[src/hw/rtl/mideb_pkg.sv]
// ----------------------------------------------------------------------------
// Debouncer package
// Channel geometry, register codes and reset values.
// ----------------------------------------------------------------------------
package mideb_pkg;

    localparam int CHANNELS   = 11;
    localparam int COUNT_BITS = 5;
    localparam int CH_IDX_W   = 4;
    localparam int EVENT_W    = 8;
    localparam int PHASE_W    = 4;
    localparam int GROUP_BITS = 2;
    localparam int THR_W      = CHANNELS * COUNT_BITS;
    localparam int GRP_W      = CHANNELS * GROUP_BITS;
    localparam int CFG_DATA_W = THR_W;
    localparam int CFG_IDX_W  = 2;

    localparam logic [PHASE_W-1:0] PHASE_LAST  = PHASE_W'(9);
    localparam logic [PHASE_W-1:0] PHASE_TENTH = PHASE_W'(1);

    localparam logic [CHANNELS-1:0] ACTIVE_LOW_RST = CHANNELS'(2031);
    localparam logic [THR_W-1:0]    VALID_THR_RST  = THR_W'(64'd18595048167968900);
    localparam logic [THR_W-1:0]    INVALID_THR_RST = THR_W'(64'd6973210463703172);
    localparam logic [GRP_W-1:0]    SCAN_GROUPS_RST = GRP_W'(22698);

    typedef enum logic [CFG_IDX_W-1:0] {
        CFG_ACTIVE_LOW  = 2'd0,
        CFG_VALID_THR   = 2'd1,
        CFG_INVALID_THR = 2'd2,
        CFG_SCAN_GROUPS = 2'd3
    } cfg_reg_t;

    typedef enum logic [GROUP_BITS-1:0] {
        GRP_EVERY = 2'd0,
        GRP_ODD   = 2'd1,
        GRP_TENTH = 2'd2,
        GRP_OFF   = 2'd3
    } scan_group_t;

    typedef logic [COUNT_BITS-1:0] count_t;
    typedef logic [EVENT_W-1:0]    event_t;

endpackage

[src/hw/rtl/mideb_if.sv]
// ----------------------------------------------------------------------------
// Debouncer channel interfaces
// Tick input, result output and configuration write channels.
// ----------------------------------------------------------------------------
interface mideb_in_if;
    logic                               valid;
    logic                               ready;
    logic [mideb_pkg::CHANNELS-1:0]     pin_levels;
    logic                               clear_counts;
    logic [mideb_pkg::CH_IDX_W-1:0]     read_channel;

    modport source (output valid, output pin_levels, output clear_counts,
                    output read_channel, input ready);
    modport sink   (input valid, input pin_levels, input clear_counts,
                    input read_channel, output ready);
endinterface

interface mideb_out_if;
    logic                               valid;
    logic                               ready;
    logic [mideb_pkg::CHANNELS-1:0]     debounced_state;
    logic [mideb_pkg::CHANNELS-1:0]     became_valid;
    logic [mideb_pkg::CHANNELS-1:0]     became_invalid;
    logic [mideb_pkg::EVENT_W-1:0]      valid_event_count;
    logic [mideb_pkg::EVENT_W-1:0]      invalid_event_count;

    modport source (output valid, output debounced_state, output became_valid,
                    output became_invalid, output valid_event_count,
                    output invalid_event_count, input ready);
    modport sink   (input valid, input debounced_state, input became_valid,
                    input became_invalid, input valid_event_count,
                    input invalid_event_count, output ready);
endinterface

interface mideb_cfg_if;
    logic                               valid;
    logic                               ready;
    logic [mideb_pkg::CFG_IDX_W-1:0]    index;
    logic [mideb_pkg::CFG_DATA_W-1:0]   data;

    modport source (output valid, output index, output data, input ready);
    modport sink   (input valid, input index, input data, output ready);
endinterface

[src/hw/rtl/multichannel_input_debouncer.sv]
// ----------------------------------------------------------------------------
// Multichannel input debouncer
// A tick beat's result is registered and presented in the next cycle.
// Throughput: one tick per cycle; the single result register is refilled in
// the same cycle it drains, so input ready only drops while a result stalls.
// Reset: rst_n clears state, counters, event counts, tick phase and restores
// the register defaults; no clearing pass, ticks are taken right away.
// ----------------------------------------------------------------------------
module multichannel_input_debouncer (
    input  logic         clk,
    input  logic         rst_n,
    mideb_in_if.sink     samples,
    mideb_out_if.source  results,
    mideb_cfg_if.sink    cfg
);
    import mideb_pkg::*;

    // Configuration registers
    logic [CHANNELS-1:0] active_low_reg;
    logic [THR_W-1:0]    valid_thr_reg;
    logic [THR_W-1:0]    invalid_thr_reg;
    logic [GRP_W-1:0]    scan_groups_reg;

    // Debounce state
    logic [CHANNELS-1:0] state_reg, state_next;
    count_t              counter_reg [CHANNELS];
    count_t              counter_next [CHANNELS];
    event_t              valid_ev_reg [CHANNELS];
    event_t              valid_ev_next [CHANNELS];
    event_t              invalid_ev_reg [CHANNELS];
    event_t              invalid_ev_next [CHANNELS];
    logic [PHASE_W-1:0]  phase_reg, phase_next;

    // Result stage
    logic                out_valid_reg;
    logic [CHANNELS-1:0] rise_next, fall_next;
    logic [CHANNELS-1:0] rise_reg, fall_reg, dstate_reg;
    event_t              vcount_next, icount_next;
    event_t              vcount_reg, icount_reg;

    logic in_fire;
    logic cfg_fire;

    assign samples.ready = !out_valid_reg || results.ready;
    assign in_fire       = samples.valid && samples.ready;
    assign cfg.ready     = 1'b1;
    assign cfg_fire      = cfg.valid;

    // Advance the tick phase modulo ten
    always_comb
    begin
        phase_next = (phase_reg >= PHASE_LAST) ? '0 : phase_reg + 1'b1;
    end

    // Per-channel sample, compare and count
    always_comb
    begin
        scan_group_t               grp;
        logic                      sampled;
        logic                      lvl_valid;
        count_t                    thr;
        logic [COUNT_BITS:0]       cnt_inc;
        event_t                    v_base;
        event_t                    i_base;

        state_next = state_reg;
        rise_next  = '0;
        fall_next  = '0;
        for (int i = 0; i < CHANNELS; i++)
        begin
            grp = scan_group_t'(scan_groups_reg[GROUP_BITS*i +: GROUP_BITS]);
            case (grp)
                GRP_EVERY: sampled = 1'b1;
                GRP_ODD:   sampled = phase_next[0];
                GRP_TENTH: sampled = (phase_next == PHASE_TENTH);
                GRP_OFF:   sampled = 1'b0;
                default:   sampled = 1'b0;
            endcase

            lvl_valid = samples.pin_levels[i] ^ active_low_reg[i];
            thr = lvl_valid ? valid_thr_reg[COUNT_BITS*i +: COUNT_BITS]
                            : invalid_thr_reg[COUNT_BITS*i +: COUNT_BITS];
            if (thr == '0)
            begin
                thr = count_t'(1);
            end
            cnt_inc = {1'b0, counter_reg[i]} + 1'b1;

            counter_next[i] = counter_reg[i];
            if (sampled)
            begin
                if (lvl_valid == state_reg[i])
                begin
                    counter_next[i] = '0;
                end
                else if (cnt_inc >= {1'b0, thr})
                begin
                    counter_next[i] = '0;
                    state_next[i]   = lvl_valid;
                    rise_next[i]    = lvl_valid;
                    fall_next[i]    = !lvl_valid;
                end
                else
                begin
                    counter_next[i] = cnt_inc[COUNT_BITS-1:0];
                end
            end

            // Drop event counts on request, then add this tick's edges
            v_base = samples.clear_counts ? '0 : valid_ev_reg[i];
            i_base = samples.clear_counts ? '0 : invalid_ev_reg[i];
            valid_ev_next[i]   = v_base + event_t'(rise_next[i]);
            invalid_ev_next[i] = i_base + event_t'(fall_next[i]);
        end
    end

    // Select the reported channel's counts
    always_comb
    begin
        vcount_next = '0;
        icount_next = '0;
        if (samples.read_channel < CH_IDX_W'(CHANNELS))
        begin
            vcount_next = valid_ev_next[samples.read_channel];
            icount_next = invalid_ev_next[samples.read_channel];
        end
    end

    // Hold configuration and debounce state
    always_ff @(posedge clk or negedge rst_n)
    begin
        if (!rst_n)
        begin
            active_low_reg  <= ACTIVE_LOW_RST;
            valid_thr_reg   <= VALID_THR_RST;
            invalid_thr_reg <= INVALID_THR_RST;
            scan_groups_reg <= SCAN_GROUPS_RST;
            state_reg       <= '0;
            phase_reg       <= '0;
            for (int i = 0; i < CHANNELS; i++)
            begin
                counter_reg[i]    <= '0;
                valid_ev_reg[i]   <= '0;
                invalid_ev_reg[i] <= '0;
            end
        end
        else
        begin
            if (cfg_fire)
            begin
                case (cfg_reg_t'(cfg.index))
                    CFG_ACTIVE_LOW:  active_low_reg  <= cfg.data[CHANNELS-1:0];
                    CFG_VALID_THR:   valid_thr_reg   <= cfg.data[THR_W-1:0];
                    CFG_INVALID_THR: invalid_thr_reg <= cfg.data[THR_W-1:0];
                    CFG_SCAN_GROUPS: scan_groups_reg <= cfg.data[GRP_W-1:0];
                    default:         ;
                endcase
            end
            if (in_fire)
            begin
                state_reg <= state_next;
                phase_reg <= phase_next;
                for (int i = 0; i < CHANNELS; i++)
                begin
                    counter_reg[i]    <= counter_next[i];
                    valid_ev_reg[i]   <= valid_ev_next[i];
                    invalid_ev_reg[i] <= invalid_ev_next[i];
                end
            end
        end
    end

    // Track the result beat
    always_ff @(posedge clk or negedge rst_n)
    begin
        if (!rst_n)
        begin
            out_valid_reg <= 1'b0;
        end
        else if (in_fire)
        begin
            out_valid_reg <= 1'b1;
        end
        else if (results.ready)
        begin
            out_valid_reg <= 1'b0;
        end
    end

    // Load the result payload
    always_ff @(posedge clk)
    begin
        if (in_fire)
        begin
            dstate_reg <= state_next;
            rise_reg   <= rise_next;
            fall_reg   <= fall_next;
            vcount_reg <= vcount_next;
            icount_reg <= icount_next;
        end
    end

    assign results.valid               = out_valid_reg;
    assign results.debounced_state     = dstate_reg;
    assign results.became_valid        = rise_reg;
    assign results.became_invalid      = fall_reg;
    assign results.valid_event_count   = vcount_reg;
    assign results.invalid_event_count = icount_reg;

endmodule

[src/flat_wrapper.sv]
// flat-port wrapper written by rule: the top's interface ports become plain ports
module multichannel_input_debouncer_flat import mideb_pkg::*;
  (clk, rst_n, samples_valid, samples_pin_levels, samples_clear_counts, samples_read_channel, samples_ready, results_valid, results_debounced_state, results_became_valid, results_became_invalid, results_valid_event_count, results_invalid_event_count, results_ready, cfg_valid, cfg_index, cfg_data, cfg_ready);
  mideb_in_if samples_i ();
  mideb_out_if results_i ();
  mideb_cfg_if cfg_i ();
  input  logic clk;
  input  logic rst_n;
  input wire logic [$bits(samples_i.valid)-1:0] samples_valid;
  input wire logic [$bits(samples_i.pin_levels)-1:0] samples_pin_levels;
  input wire logic [$bits(samples_i.clear_counts)-1:0] samples_clear_counts;
  input wire logic [$bits(samples_i.read_channel)-1:0] samples_read_channel;
  output wire logic [$bits(samples_i.ready)-1:0] samples_ready;
  output wire logic [$bits(results_i.valid)-1:0] results_valid;
  output wire logic [$bits(results_i.debounced_state)-1:0] results_debounced_state;
  output wire logic [$bits(results_i.became_valid)-1:0] results_became_valid;
  output wire logic [$bits(results_i.became_invalid)-1:0] results_became_invalid;
  output wire logic [$bits(results_i.valid_event_count)-1:0] results_valid_event_count;
  output wire logic [$bits(results_i.invalid_event_count)-1:0] results_invalid_event_count;
  input wire logic [$bits(results_i.ready)-1:0] results_ready;
  input wire logic [$bits(cfg_i.valid)-1:0] cfg_valid;
  input wire logic [$bits(cfg_i.index)-1:0] cfg_index;
  input wire logic [$bits(cfg_i.data)-1:0] cfg_data;
  output wire logic [$bits(cfg_i.ready)-1:0] cfg_ready;
  assign samples_i.valid = samples_valid;
  assign samples_i.pin_levels = samples_pin_levels;
  assign samples_i.clear_counts = samples_clear_counts;
  assign samples_i.read_channel = samples_read_channel;
  assign samples_ready = samples_i.ready;
  assign results_valid = results_i.valid;
  assign results_debounced_state = results_i.debounced_state;
  assign results_became_valid = results_i.became_valid;
  assign results_became_invalid = results_i.became_invalid;
  assign results_valid_event_count = results_i.valid_event_count;
  assign results_invalid_event_count = results_i.invalid_event_count;
  assign results_i.ready = results_ready;
  assign cfg_i.valid = cfg_valid;
  assign cfg_i.index = cfg_index;
  assign cfg_i.data = cfg_data;
  assign cfg_ready = cfg_i.ready;
  multichannel_input_debouncer u_core (.clk(clk), .rst_n(rst_n), .samples(samples_i), .results(results_i), .cfg(cfg_i));
endmodule
[config.mk]
export PLATFORM = sky130hd
export DESIGN_NAME = multichannel_input_debouncer_flat
export DESIGN_NICKNAME = d
export VERILOG_FILES = /design/src/hw/rtl/mideb_pkg.sv /design/src/hw/rtl/mideb_if.sv /design/src/hw/rtl/multichannel_input_debouncer.sv /design/src/flat_wrapper.sv
export SDC_FILE = /design/constraint.sdc
export NUM_CORES = 1
export LEC_CHECK = 0
export BUFFER_PORTS_ARGS = -buffer_cell sky130_fd_sc_hd__buf_2
export CAP_MARGIN = 20
export CORE_ASPECT_RATIO = 2
export CORE_MARGIN = 2
export CORE_UTILIZATION = 37
export DETAILED_ROUTE_END_ITERATION = 10
export GPL_ROUTABILITY_DRIVEN = 0
export HOLD_SLACK_MARGIN = 0.08
export PLACE_DENSITY = 0.51
export SYNTH_ARGS = -nofsm -noshare
export SYNTH_HDL_FRONTEND = slang
export SYNTH_SLANG_ARGS = --single-unit
[constraint.sdc]
create_clock -name clk -period 7.15 [get_ports clk]
set_input_delay 0.715 -clock clk [delete_from_list [all_inputs] [get_ports clk]]
set_output_delay 0.715 -clock clk [all_outputs]
set_load 0.02 [all_outputs]
==> impl_metrics.py <==
metrics = {
    "route": {
        "avgRoutedWirePerCell_um": 20.8,
        "drt-vias-per-instance": 5.44,
        "via_count": 19400,
        "postRouteAntennaNets": 0,
        "totalWireLength_um": 74000,
        "drtIter0Drc": 993,
        "route.detailed.drc": 0,
        "dr.pass1.iters": 5,
    },
    "global_route": {
        "first_global_vias": 19900,
        "antenna_found_initial": 4,
        "grt_usage_pct": 21.0,
        "grt-ovfl-total": 0,
        "grt_pass1_wl_um": 116000,
        "grt_start_max_net_pins": 152,
    },
    "clock_tree": {
        "post_cts_buffers": 0,
        "clkTransAtPathRegs_ns": 0.07,
        "root_buffer": "clkbuf_16",
        "cts_hold_buf": 0,
        "clock_path_buffers": 3,
        "numCtsBuffers": 44,
        "htreeDepth": 2,
        "cts_resized": 0,
        "clock_sinks": 439,
        "cts_tree": "built",
        "clkLatencyLatePin_ns": 0.59,
    },
    "yosys": {
        "async_reset_ff_share_pct": 88.8,
        "synth_area_um2": 25300,
        "synth_seq_area_share_pct": 44.6,
        "syn_avg_cell_area_um2": 9.94,
        "synthCells": 2545,
        "ys_warn_count": 0,
        "ys_ff_latch": 439,
        "synth_flop_cell": "dfrtp_1",
        "yosysUniqueCellTypes": 73,
        "syn-num-nets": 2736,
        "synth-edff-count": 49,
    },
    "hold_path": {
        "hold_path.class": "in -> async",
    },
    "power_and_ir_drop": {
        "ir_drop_mv": 0.199,
        "powerDensity_nw_per_um2": 270,
        "p_leak_nw": 12.1,
    },
    "timing": {
        "setup_violations": 0,
        "finalSetupTns_ns": 0,
        "skew_ns": 0.0238,
        "maxSlewHeadroom_pct": 25.8,
        "rsz0062_at_grt": "false",
        "finalCriticalPeriod_ns": 5.76,
        "hold_viol": 0,
        "slew_viol_final": 0,
        "period_share_pct": 80.6,
        "fmax_mhz": 174,
        "tightestPinTransition_ns": 1.11,
    },
    "floorplanning": {
        "fp.dieH_um": 374,
        "start_util_pct": 37.4,
        "core_um2": 67700,
        "io_pins": 130,
        "die_w_um": 189,
        "die-area_um2": 70600,
        "row_count": 135,
    },
    "placement": {
        "io_buffers": 128,
        "dp_hpwl_um": 52700,
        "place_area_um2": 26900,
    },
    "layout": {
        "layout_commonest_cell": "nand2_1",
        "fin_nets": 2825,
        "drive_gt1_share_pct": 17.6,
        "final_area_um2": 28400,
        "fillers": 6487,
        "layout_common_cells": "393 x nand2_1, 343 x dfrtp_1, 166 x nor2_1",
        "syn_to_final_growth_pct": 12.2,
    },
    "worst_setup_path": {
        "path_max_fanout": 22,
        "critPathLaunchType": "flop",
        "crit_top_cell": "ha_1",
        "crit_slowest_cell": "a2111oi_0",
        "crit_arrival_ns": 6.06,
        "critPathKind": "reg -> reg",
        "critical_path.cell_chain": "inv_1, ha_1, or3b_1, a21o_1, nor4_1, o21bai_1, nor3_1, ha_1, ha_1, nand3_1, or3_1, nand4_1, a31oi_1, a2111oi_0, o32ai_1",
        "cp.required_ns": 7.45,
        "cp_slowest_stage_delay_ns": 0.92,
        "crit_path_end_kind": "flop",
    },
    "outcome": {
        "outcome": "complete, no violations",
    },
    "run": {
        "drv_cap": 0,
    },
}
area by class of cell:
cell class              instances  area (um^2)  area share (%)
well taps                     890         1110            3.92
diodes                          1         2.50         0.00882
multi-input cells            1937        13400            47.2
repair buffers                158          936            3.30
clock inverters                14          148           0.520
clock buffers                  68         1300            4.59
inverters                      54          208           0.732
flip-flops and latches        439        11300            39.8
cells by family (layout without fill, tap and decap cells):
family / Yosys count / count (layout) / synth area share, %
buffers and inverters: 169 / 294 / 2.59
XOR/XNOR: 159 / 159 / 5.50
flip-flops: 439 / 439 / 44.6
other: 1 / 2 / 0.0148
adder cells (fa/ha/maj): 113 / 113 / 5.59
multiplexers: 313 / 313 / 14.0
AND/OR/NAND/NOR: 881 / 881 / 16.1
AO/OA/AOI/OAI: 470 / 470 / 11.6
where the power goes:
part | switching [mW] | internal [mW]
clock network | 1.05 | 1.34
registers | 0.291 | 2.92
logic | 1.19 | 0.866
total | 2.54 | 5.12
path summary, 6_finish.rpt:
kind	from	end	slack (ns)	cells after the start
min in group clk	samples_valid	u_core.results.valid$_DFFE_PN0P_	0.36	2
worst max register to register	u_core.phase_reg[1]$_DFFE_PN0P_	u_core.results.valid_event_count[6]$_SDFFCE_PP0P_	1.39	15
worst min register to register	u_core.valid_ev_reg[72]$_DFFE_PN0P_	u_core.valid_ev_reg[72]$_DFFE_PN0P_	0.47	2
worst min-delay path	rst_n	u_core.valid_ev_reg[77]$_DFFE_PN0P_	0.17	1
max in group asynchronous	rst_n	u_core.invalid_thr_reg[37]$_DFFE_PN0P_	5.53	2
worst max-delay path	u_core.phase_reg[1]$_DFFE_PN0P_	u_core.results.valid_event_count[6]$_SDFFCE_PP0P_	1.39	15
per-layer routing:
metal	GRT usage [%]	wire length, um	part of all wire (%)	vias to the layer above
li1	-	-	-	9263
met1	22.4	27100	37	9588
met2	39.9	40200	54	383
met3	2.43	2590	3.5	144
met4	11.0	4060	5.5	4
met5	0	27	0.037	-
per-stage QoR:
step / setup slack, ns / hold WS, ns / std cells / utilization (%) / total power, mW
finish: 1.39 / 0.172 / 3561 / 41.9 / 7.65
global route: 0.983 / 0.263 / 3560 / 41.9 / 8.12
CTS: 1.21 / 0.225 / 3559 / 41.9 / 7.77
detailed placement: 1.01 / 0.454 / 3477 / 39.7 / 5.33
global placement: 0.858 / 0.450 / 3476 / 39.7 / 5.25
floorplan: 2.36 / 0.419 / 2545 / - / 4.66
Yosys cell counts (11+ instances only):
| library cell | number | area, um^2 |
|---|---|---|
| nor4_1 | 11 | 68.8 |
| o22ai_1 | 33 | 206 |
| mux4_2 | 18 | 405 |
| a21o_1 | 17 | 128 |
| xor2_1 | 41 | 359 |
| a21oi_1 | 98 | 490 |
| buf_1 | 21 | 78.8 |
| ha_1 | 113 | 1410 |
| dfstp_2 | 47 | 1230 |
| mux2_2 | 146 | 1640 |
| nand2b_1 | 21 | 131 |
| nor3_1 | 56 | 280 |
| xnor2_1 | 118 | 1030 |
| edfxtp_1 | 49 | 1470 |
| o21ai_1 | 17 | 85.1 |
| a22o_1 | 26 | 228 |
| nand3_1 | 82 | 410 |
| nor2_1 | 166 | 623 |
| inv_1 | 50 | 188 |
| o31ai_1 | 21 | 158 |
| a31oi_1 | 18 | 113 |
| nand4_1 | 19 | 119 |
| nor2b_1 | 54 | 338 |
| mux2i_1 | 149 | 1490 |
| clkbuf_1 | 85 | 319 |
| a211oi_1 | 20 | 150 |
| o21ai_0 | 149 | 746 |
| nand2_1 | 394 | 1480 |
| and3_1 | 21 | 131 |
| dfrtp_1 | 343 | 8580 |
critical path: cells and delay by family, from the launching register on:
family / cells / cell delay (ns)
compound gates: 5 / 1.95
fa+ha+maj: 3 / 0.89
buf+inv: 1 / 0.10
simple gates: 6 / 2.08
flops: 1 / 0.42
(Power assumes the default switching activity.)
